**src/hdl/bdlp_pkg.sv**
```systemverilog
// Package for the button debouncer with long-press detection.
// Holds sizes, register map, event codes and the controller/datapath structs.
// No dependencies.
package bdlp_pkg;

	// Sizes
	localparam int NUM_BUTTONS = 4;
	localparam int COUNT_WIDTH = 8;
	localparam int BTN_W       = $clog2(NUM_BUTTONS);
	localparam int LEVEL_W     = 4;
	localparam int IDX_W       = 2;
	localparam int CODE_W      = 3;
	localparam int TIME_W      = 32;
	localparam int DBC_W       = 8;
	localparam int MAX_RESULTS = 8;
	localparam int NCNT_W      = $clog2(MAX_RESULTS + 1);
	localparam logic [COUNT_WIDTH-1:0] COUNT_MAX = {COUNT_WIDTH{1'b1}};

	// APB register map
	localparam int PADDR_W = 4;
	localparam int PDATA_W = 32;
	localparam logic [1:0] REG_DEBOUNCE_COUNT = 2'd0;
	localparam logic [1:0] REG_LONG_PRESS_MS  = 2'd1;
	localparam logic [1:0] REG_VLONG_PRESS_MS = 2'd2;

	// Register reset values
	localparam logic [DBC_W-1:0]  RST_DEBOUNCE_COUNT = 8'd5;
	localparam logic [TIME_W-1:0] RST_LONG_PRESS_MS  = 32'd1000;
	localparam logic [TIME_W-1:0] RST_VLONG_PRESS_MS = 32'd3000;

	// Event codes
	typedef enum logic [CODE_W-1:0] {
		EV_PRESSED        = 3'd0,
		EV_SHORT_RELEASE  = 3'd1,
		EV_LONG_RELEASE   = 3'd2,
		EV_VLONG_RELEASE  = 3'd3,
		EV_HOLDING_LONG   = 3'd4,
		EV_HOLDING_VLONG  = 3'd5
	} bdlp_event_t;

	// Configuration seen by the datapath
	typedef struct packed {
		logic [DBC_W-1:0]  debounce_count;
		logic [TIME_W-1:0] long_press_ms;
		logic [TIME_W-1:0] very_long_press_ms;
	} bdlp_cfg_t;

	// Commands from controller to datapath
	typedef struct packed {
		logic load_in;
		logic diff;
		logic eval;
		logic emit;
		logic next_btn;
		logic flush;
	} bdlp_cmd_t;

	// Status from datapath to controller
	typedef struct packed {
		logic mask_empty;
		logic emit_ok;
		logic pend_valid;
		logic can_push;
		logic last_btn;
	} bdlp_sts_t;

endpackage

```
**src/hdl/bdlp_regs.sv**
```systemverilog
// APB configuration registers: debounce count and the two hold thresholds.
// Depends on bdlp_pkg for the register map and reset values.
module bdlp_regs import bdlp_pkg::*; (
	input  logic               clk,
	input  logic               arst_n,
	input  logic               psel,
	input  logic               penable,
	input  logic               pwrite,
	input  logic [PADDR_W-1:0] paddr,
	input  logic [PDATA_W-1:0] pwdata,
	output logic [PDATA_W-1:0] prdata,
	output logic               pready,
	output bdlp_cfg_t          cfg
);

	logic [DBC_W-1:0]  dbc_q;
	logic [TIME_W-1:0] long_q;
	logic [TIME_W-1:0] vlong_q;
	logic [1:0]        reg_idx;
	logic              wr_en;

	assign pready  = 1'b1;
	assign reg_idx = paddr[3:2];
	assign wr_en   = psel && penable && pwrite;

	// Write on the access phase
	always_ff @(posedge clk or negedge arst_n) begin
		if (!arst_n) begin
			dbc_q   <= RST_DEBOUNCE_COUNT;
			long_q  <= RST_LONG_PRESS_MS;
			vlong_q <= RST_VLONG_PRESS_MS;
		end else if (wr_en) begin
			case (reg_idx)
				REG_DEBOUNCE_COUNT: dbc_q   <= pwdata[DBC_W-1:0];
				REG_LONG_PRESS_MS:  long_q  <= pwdata[TIME_W-1:0];
				REG_VLONG_PRESS_MS: vlong_q <= pwdata[TIME_W-1:0];
				default: ;
			endcase
		end
	end

	// Read back
	always_comb begin
		case (reg_idx)
			REG_DEBOUNCE_COUNT: prdata = {{(PDATA_W-DBC_W){1'b0}}, dbc_q};
			REG_LONG_PRESS_MS:  prdata = long_q;
			REG_VLONG_PRESS_MS: prdata = vlong_q;
			default:            prdata = '0;
		endcase
	end

	assign cfg.debounce_count     = dbc_q;
	assign cfg.long_press_ms      = long_q;
	assign cfg.very_long_press_ms = vlong_q;

endmodule

```
**config.mk**
```make
export PLATFORM = sky130hd
export DESIGN_NAME = bdlp_regs
export DESIGN_NICKNAME = d
export VERILOG_FILES = /design/src/hdl/bdlp_pkg.sv /design/src/hdl/bdlp_regs.sv
export SDC_FILE = /design/constraint.sdc
export NUM_CORES = 1
export LEC_CHECK = 0
export BUFFER_PORTS_ARGS = -buffer_cell sky130_fd_sc_hd__buf_2
export CORE_MARGIN = 1.5
export CORE_UTILIZATION = 47
export CTS_BUF_LIST = sky130_fd_sc_hd__clkbuf_16
export DETAILED_ROUTE_END_ITERATION = 10
export PLACE_DENSITY_LB_ADDON = 0.25
export SYNTH_ARGS = -nofsm -noshare
export SYNTH_HDL_FRONTEND = slang
export SYNTH_SLANG_ARGS = --single-unit
```
**constraint.sdc**
```tcl
create_clock -name clk -period 1.39 [get_ports clk]
set_clock_uncertainty 0.1 [all_clocks]
set_input_delay 0.0695 -clock clk [delete_from_list [all_inputs] [get_ports clk]]
set_output_delay 0.0695 -clock clk [all_outputs]
set_load 0.02 [all_outputs]
```
==> flow_summary.ini <==
[clock_tree]
cts_tree = yes
cts_buffer_depth = 2
cts.sinks = 72
clock_latency_ns = 0.32
clk_pin_slew_worst_paths_ns = 0.05
cts_buffers = 9
root_buffer = clkbuf_16
h-tree-depth = 3

[layout]
final_util_pct = 71.75
layout_common_cells = buf_2, dfrtp_1, mux2_2
n_fill_cell = 488
final_common_cell = buf_2
final_nets = 447
antenna_cells = 0
syn_to_final_growth_pct = 47.63
drive_gt1_share_pct = 65.94

[critical_path]
crit_path_start = long_q[6]
critical_path.top_delay_family = flip-flops
arrival_ns = 1.20
cp-start-kind = register
r2r_start = long_q[3]
required_ns = 1.22
setup.worst_path.end_class = output port
max_stage_delay_ns = 0.54
crit_chain = mux2i_1 -> o21ai_1 -> buf_4
critPathBufInv = 1
cp_slowest_cell = dfstp_2
worstSetupPathType = register to output port
path_max_fanout = 2

[min_path]
hold_path.class = primary input to asynchronous set/reset pin

[synth]
synth_top_flop_cell = dfrtp_1
synth_seq_cells = 72
yosysWarningCount = 0
yosysTopAreaCellShare_pct = 43.20
synth.distinct_cells = 19
ys_seq_area_share_pct = 55.13
synth_area_per_cell_um2 = 15.29
syn_nets = 257
synth_area_leader_cell = dfrtp_1
synth-async-reset-ratio_pct = 100.0
synth_area_leaders = dfrtp_1, mux2_2, mux2_4
syn_area_um2 = 3302
synth_edf_count = 0
syn_inst = 216

[route]
wl_um = 8295
dr.first_iter.drc_count = 77
dr.pass1.iters = 5
wl_per_cell_um = 16.36
via_per_inst = 5.041
detail-route-antenna-nets = 0
drc_errors = 0
vias = 2556

[sta]
slew_headroom_pct = 59.86
period_minus_slack_ns = 1.374
setup_viol_count_final = 0
hold_violations = 0
fin_crit_sh_pct = 98.82
rsz0062_at_grt = yes
worst_slew_pin_slew_ns = 0.6008
fmax_mhz = 728.0
drv_slew = 0
hold_ws_ns = 0.1853

[global_routing]
grt_usage_pct = 22.37
antenna_found_initial = 0
grt_pass1_vias = 2519
grt_max_degree = 73
grt_pass1_wl_um = 12720
grt_overflow = 0

[floorplanning]
ios = 146
start_util_pct = 48.60
die_w_um = 86.82
die_area_um2 = 7537
die_h_um = 86.82
core_um2 = 6794
rows = 30

[pwr]
power_density_nw_per_um2 = 1652
vdd_ir_drop_max_uv = 929.9
leakagePower_nw = 2.527

[placed_design]
port_buffers = 142
gp_congestion = 0.7292
hpwl_um = 5250

[flow_run]
cap_violations = 0

[status]
status = finished clean
synthesized netlist by cell type, types with 2 or more instances:
library cell and instances:
dfrtp_1 57, mux2_2 42, mux2_4 30, a22o_1 24, dfstp_2 15, mux2i_1 8, nand2_1 8, o21ai_0 8
clkbuf_1 5, buf_2 4, buf_4 4, buf_12 3, nor2b_1 2
area by class of cell:
| type | instances | area [um2] | area share (%) |
|---|---|---|---|
| repair buffers | 196 | 1262 | 25.90 |
| well taps | 96 | 120.1 | 2.464 |
| clock buffers | 9 | 225.2 | 4.620 |
| flip-flops and latches | 72 | 1821 | 37.35 |
| clock inverters | 7 | 88.84 | 1.822 |
| multi-input cells | 127 | 1358 | 27.85 |
metrics by stage:
stage                     setup WS, ns  instance area [um2]  cells  setup TNS (ns)  total power [W]
final                          0.01647                 4875    507               0         0.008052
after global routing          -0.07086                 4875    507         -0.3310         0.008415
after CTS                    -0.008615                 4853    507       -0.008615         0.008080
after detailed placement       -0.2117                 4169    454          -10.70         0.005526
after global placement         -0.1344                 4169    454          -8.660         0.005476
after floorplan                0.04294                 3302    216               0         0.004605
final timing paths:
kind | end | slack, ns | cells after the start
min in group clk | dbc_q[7] | 0.35 | 5
max in group asynchronous | vlong_q[8] | 0.63 | 3
min reg2reg | dbc_q[4] | 0.43 | 1
max | prdata[6] | 0.02 | 3
max reg2reg | long_q[3] | 0.46 | 2
min | vlong_q[6] | 0.19 | 3
report_power, final:
group	switching (W)	internal [W]	total (W)
registers	0.000403	0.00267	0.00307
logic	0.00140	0.00120	0.00260
clock network	0.000831	0.00156	0.00239
total	0.00263	0.00542	0.00805
worst register-to-register path: stages (launching register included):
cell,delay (ns)
dfstp_2,0.54
buf_4,0.11
mux2_4,0.13
flip-flops by register name, indices dropped and copies added, names as in the netlist:
name	cells
long_q	32
vlong_q	32
dbc_q	8
logic make-up (layout without fill, tap and decap cells):
group	count (synthesis)	after routing	share of synthesized area [%]
AND/OR/NAND/NOR	14	14	2.539
flip-flops	72	72	55.13
other	1	1	0.1136
AO/OA/AOI/OAI	32	32	7.579
buffers and inverters	17	212	4.244
multiplexers	80	80	30.39
layer usage:
| layer | track usage, % | vias to the layer above | part of all wire, % |
|---|---|---|---|
| met1 | 27.70 | 1277 | 43 |
| met3 | 4.286 | 12 | 4.7 |
| met2 | 38.41 | 99 | 51 |
| met5 | 0 | - | 0 |
| li1 | - | 1168 | - |
| met4 | 8.944 | 0 | 1.6 |
timing repair:
action	4_1_cts	5_1_grt
setup endpoints to repair	30	19
gates resized for setup	9	10
hold buffers	33	0
pin swaps	0	2
buffers inserted	4	0
endpoints found under the hold margin	144	0
Power figures use the tool's default switching activity.
