## src/hdl/bdlp_pkg.sv

```systemverilog
// Package for the button debouncer with long-press detection.
// Holds sizes, register map, event codes and the controller/datapath structs.
// No dependencies.
package bdlp_pkg;

	// Sizes
	localparam int NUM_BUTTONS = 4;
	localparam int COUNT_WIDTH = 8;
	localparam int BTN_W       = $clog2(NUM_BUTTONS);
	localparam int LEVEL_W     = 4;
	localparam int IDX_W       = 2;
	localparam int CODE_W      = 3;
	localparam int TIME_W      = 32;
	localparam int DBC_W       = 8;
	localparam int MAX_RESULTS = 8;
	localparam int NCNT_W      = $clog2(MAX_RESULTS + 1);
	localparam logic [COUNT_WIDTH-1:0] COUNT_MAX = {COUNT_WIDTH{1'b1}};

	// APB register map
	localparam int PADDR_W = 4;
	localparam int PDATA_W = 32;
	localparam logic [1:0] REG_DEBOUNCE_COUNT = 2'd0;
	localparam logic [1:0] REG_LONG_PRESS_MS  = 2'd1;
	localparam logic [1:0] REG_VLONG_PRESS_MS = 2'd2;

	// Register reset values
	localparam logic [DBC_W-1:0]  RST_DEBOUNCE_COUNT = 8'd5;
	localparam logic [TIME_W-1:0] RST_LONG_PRESS_MS  = 32'd1000;
	localparam logic [TIME_W-1:0] RST_VLONG_PRESS_MS = 32'd3000;

	// Event codes
	typedef enum logic [CODE_W-1:0] {
		EV_PRESSED        = 3'd0,
		EV_SHORT_RELEASE  = 3'd1,
		EV_LONG_RELEASE   = 3'd2,
		EV_VLONG_RELEASE  = 3'd3,
		EV_HOLDING_LONG   = 3'd4,
		EV_HOLDING_VLONG  = 3'd5
	} bdlp_event_t;

	// Configuration seen by the datapath
	typedef struct packed {
		logic [DBC_W-1:0]  debounce_count;
		logic [TIME_W-1:0] long_press_ms;
		logic [TIME_W-1:0] very_long_press_ms;
	} bdlp_cfg_t;

	// Commands from controller to datapath
	typedef struct packed {
		logic load_in;
		logic diff;
		logic eval;
		logic emit;
		logic next_btn;
		logic flush;
	} bdlp_cmd_t;

	// Status from datapath to controller
	typedef struct packed {
		logic mask_empty;
		logic emit_ok;
		logic pend_valid;
		logic can_push;
		logic last_btn;
	} bdlp_sts_t;

endpackage

```

## src/hdl/bdlp_ctrl.sv

```systemverilog
// Sequencer that walks the buttons of one poll tick and drains its events.
// Depends on bdlp_pkg for the command and status structs.
module bdlp_ctrl import bdlp_pkg::*; (
	input  logic      clk,
	input  logic      arst_n,
	input  logic      in_valid,
	output logic      in_ready,
	input  bdlp_sts_t sts,
	output bdlp_cmd_t cmd
);

	typedef enum logic [2:0] {
		S_IDLE,
		S_DIFF,
		S_EVAL,
		S_EMIT,
		S_FLUSH
	} state_t;

	state_t state_q;

	// Hold state and advance
	always_ff @(posedge clk or negedge arst_n) begin
		if (!arst_n) begin
			state_q <= S_IDLE;
		end else begin
			case (state_q)
				S_IDLE: begin
					if (in_valid) state_q <= S_DIFF;
				end
				S_DIFF: state_q <= S_EVAL;
				S_EVAL: state_q <= S_EMIT;
				S_EMIT: begin
					if (sts.mask_empty) begin
						state_q <= sts.last_btn ? S_FLUSH : S_DIFF;
					end
				end
				S_FLUSH: begin
					if (!sts.pend_valid || sts.can_push) state_q <= S_IDLE;
				end
				default: state_q <= S_IDLE;
			endcase
		end
	end

	// Decode commands
	always_comb begin
		cmd      = '0;
		in_ready = 1'b0;
		case (state_q)
			S_IDLE: begin
				in_ready    = 1'b1;
				cmd.load_in = in_valid;
			end
			S_DIFF: cmd.diff = 1'b1;
			S_EVAL: cmd.eval = 1'b1;
			S_EMIT: begin
				cmd.emit     = !sts.mask_empty && sts.emit_ok;
				cmd.next_btn = sts.mask_empty && !sts.last_btn;
			end
			S_FLUSH: cmd.flush = sts.pend_valid && sts.can_push;
			default: ;
		endcase
	end

endmodule

```

## config.mk

```make
export PLATFORM = sky130hd
export DESIGN_NAME = bdlp_ctrl
export DESIGN_NICKNAME = d
export VERILOG_FILES = /design/src/hdl/bdlp_pkg.sv /design/src/hdl/bdlp_ctrl.sv
export SDC_FILE = /design/constraint.sdc
export NUM_CORES = 1
export LEC_CHECK = 0
export BUFFER_PORTS_ARGS = -buffer_cell sky130_fd_sc_hd__clkbuf_2
export CORE_AREA = 2 2 39 41
export DETAILED_ROUTE_END_ITERATION = 8
export DIE_AREA = 0 0 41 43
export SETUP_SLACK_MARGIN = 0.15
export SLEW_MARGIN = 0
export SYNTH_ARGS = -nofsm -noshare
export SYNTH_HDL_FRONTEND = slang
export SYNTH_SLANG_ARGS = --single-unit
```

## constraint.sdc

```tcl
create_clock -name clk -period 2.18 [get_ports clk]
set_input_delay 0.218 -clock clk [delete_from_list [all_inputs] [get_ports clk]]
set_output_delay 0.218 -clock clk [all_outputs]
set_load 0.01 [all_outputs]
```

==> summary.md <==
| Metric | Value |
|---|---|
| Antenna-violating nets left | 0 |
| Required @ worst endpoint | 1.96 ns |
| CP max stage cell | dfrtp_1 |
| Placeable Area | 1380 µm² |
| Critical path type | reg2out |
| CTS root buf | clkbuf_4 |
| Drt drc | 0 |
| Die height | 43 µm |
| Syn_nets | 32 |
| FF+latch count, synth | 3 |
| IO Pins | 15 |
| Detailed Route WL | 524 µm |
| Overflow after GRT | 0 |
| Register area share after synthesis | 0.357 |
| Initial Util | 0.152 |
| Detailed Route Iter0 Violations | 3 |
| Delay-heaviest family, CP | flip-flops |
| Reg-to-reg slack, setup | 1.15 ns |
| Area grow syn2layout | 54.8% |
| Sum of buffers and inverters on the critical path | 1 |
| Vias in the first global route | 204 |
| Setup crit start kind | register |
| Worst vdd ir | 0.348 mV |
| H-tree depth | 1 |
| Skew final | 0.00221 ns |
| Critical Path Max Stage Delay | 0.44 ns |
| Finished Core Util | 0.235 |
| Final TNS setup | 0 ns |
| Mapped cell area | 210 µm² |
| MaxCap Viol Count | 0 |
| Biggest register | state_q |
| Final period util | 0.670 |
| Pleak | 0.000168 µW |
| Hold Crit Class | in2reg |
| Die ar. | 1760 µm² |
| Vias | 232 |
| Layout cells sized above 1 | 0.452 |
| Final setup violation count | 0 |
| Biggest regs | state_q x3 |
| Crit path max fanout | 7 |
| Initial antenna violation count | 0 |
| Worst slew margin | 0.821 |
| Nets | 51 |
| Synthesized area per cell | 8.76 µm² |
| Antenna diodes | 0 |
| Cell Rows | 14 |
| Via density per instance | 4.00 |
| 1st-pass router iterations | 3 |
| Pins Over Slew Limit | 0 |
| Number of setup buffers added after CTS | 0 |
| Cells along the critical path | nand2b_2 > nor3_1 > clkbuf_2 |
| Clock Latency Late Sink | 0.23 ns |
| Pin count of the biggest net entering global routing | 11 |
| # port buffers | 14 |
| Cts bufs inserted | 3 |
| Final Hold Fails | 0 |
| CTS tree | done |
| Routed WL per cell | 9.03 µm |
| Max reg flops | 3 |
| Max Buffers Root-to-Sink | 2 |
| Synth Instances | 24 |
| Fmax | 685 MHz |
| Tmin final | 1.46 ns |
| Post-cts resize count | 0 |
| GPL Wtd Cong | 0.661 |
| Die boundary width | 41 µm |
| Outcome | finished clean |
| Clock-pin slew on the worst setup and hold paths | 0.03 ns |
| Worst EP arrival | 1.24 ns |
| Cell Pwr Density | 1150 nW/µm² |
| Ys Warns | 0 |
| RSZ-0062 raised after global routing | no |
| Slew @ Worst Pin | 0.268 ns |
| First-pass GRT wire length | 841 µm |
| Sink Count | 3 |
| Synth cell types | 15 |
| Gr usage total | 0.0775 |
| Crit end category | output pin |
| Hpwl dp | 406 µm |
cell usage in the layout, fill, tap and decap left out:
cell,n
nand4bb_1,1
and3_1,1
dlygate4sd3_1,1
clkbuf_2,14
clkbuf_1,1
dfrtp_1,3
o32ai_2,1
o21bai_1,1
a211oi_1,1
nand2b_1,1
nand2_1,2
inv_1,3
clkbuf_4,3
nand2b_2,1
a31oi_1,1
nor2_1,2
nor3_1,4
nor3b_1,1
power breakdown:
part | switching, µW | leakage, µW | internal (µW)
clock network | 28.7 | 0.0000150 | 68.6
registers | 48.0 | 0.0000359 | 77.9
logic | 75.6 | 0.000118 | 76.3
cell usage after synthesis:
master / count / area, µm²
nor2_1: 2 / 7.51
nand4bb_1: 1 / 11.3
dfrtp_1: 3 / 75.1
nand2b_2: 1 / 8.76
o21bai_1: 1 / 7.51
inv_1: 3 / 11.3
nand2_1: 2 / 7.51
nor3_1: 4 / 20.0
buf_6: 1 / 11.3
and3_1: 1 / 6.26
nand2b_1: 1 / 6.26
nor3b_1: 1 / 7.51
a211oi_1: 1 / 7.51
o32ai_2: 1 / 16.3
a31oi_1: 1 / 6.26
worst reg2reg max path, stage by stage, from the launching register on:
cell      delay, ns
dfrtp_1        0.44
nand2b_2       0.24
o32ai_2        0.25
through the flow:
stage	cell area [µm²]	std cells	power, µW	setup WS (ns)	hold WS [ns]
floorplan	210	24	235	1.04	-0.0776
global placement	289	53	274	0.981	0.0154
detailed placement	289	53	278	0.970	0.0155
CTS	325	58	382	0.713	0.188
global route	325	58	409	0.642	0.188
finish	325	58	375	0.720	0.191
path summary, 6_finish.rpt:
check,startpoint,end,cells past startpoint
setup / recovery,state_q[2]$_DFFE_PN0P_,cmd[1],3
hold / removal,sts[1],state_q[2]$_DFFE_PN0P_,2
setup reg to reg,state_q[2]$_DFFE_PN0P_,state_q[2]$_DFFE_PN0P_,2
hold reg to reg,state_q[2]$_DFFE_PN0P_,state_q[0]$_DFFE_PN0P_,1
max in group asynchronous,arst_n,state_q[1]$_DFFE_PN0P_,2
min in group asynchronous,arst_n,state_q[0]$_DFFE_PN0P_,2
area by class of cell:
class	count	area, µm²
Fill cell	160	1060
Multi-Input combinational cell	17	113
Timing Repair Buffer	15	80.1
Sequential cell	3	75.1
Clock buffer	4	26.3
Tap cell	16	20.0
Inverter	3	11.3
what timing repair did:
action,4_1_cts,5_1_grt
hold buffers,1,0
setup endpoints to repair,0,0
endpoints found under the hold margin,3,0
cells by family after synthesis:
family | count (synthesis) | synth area share
compound gates | 4 | 0.179
flops | 3 | 0.357
simple gates | 13 | 0.357
buf+inv | 4 | 0.107
per-layer routing:
layer  up-vias  wire length, µm  GRT usage
li1        122                -          -
met1        97              260     0.0909
met2        13              220     0.0875
met3         0               43     0.0471
met4         0                0     0.0800
met5         -                0          0
Note: power is estimated with default switching activity, not from simulation.
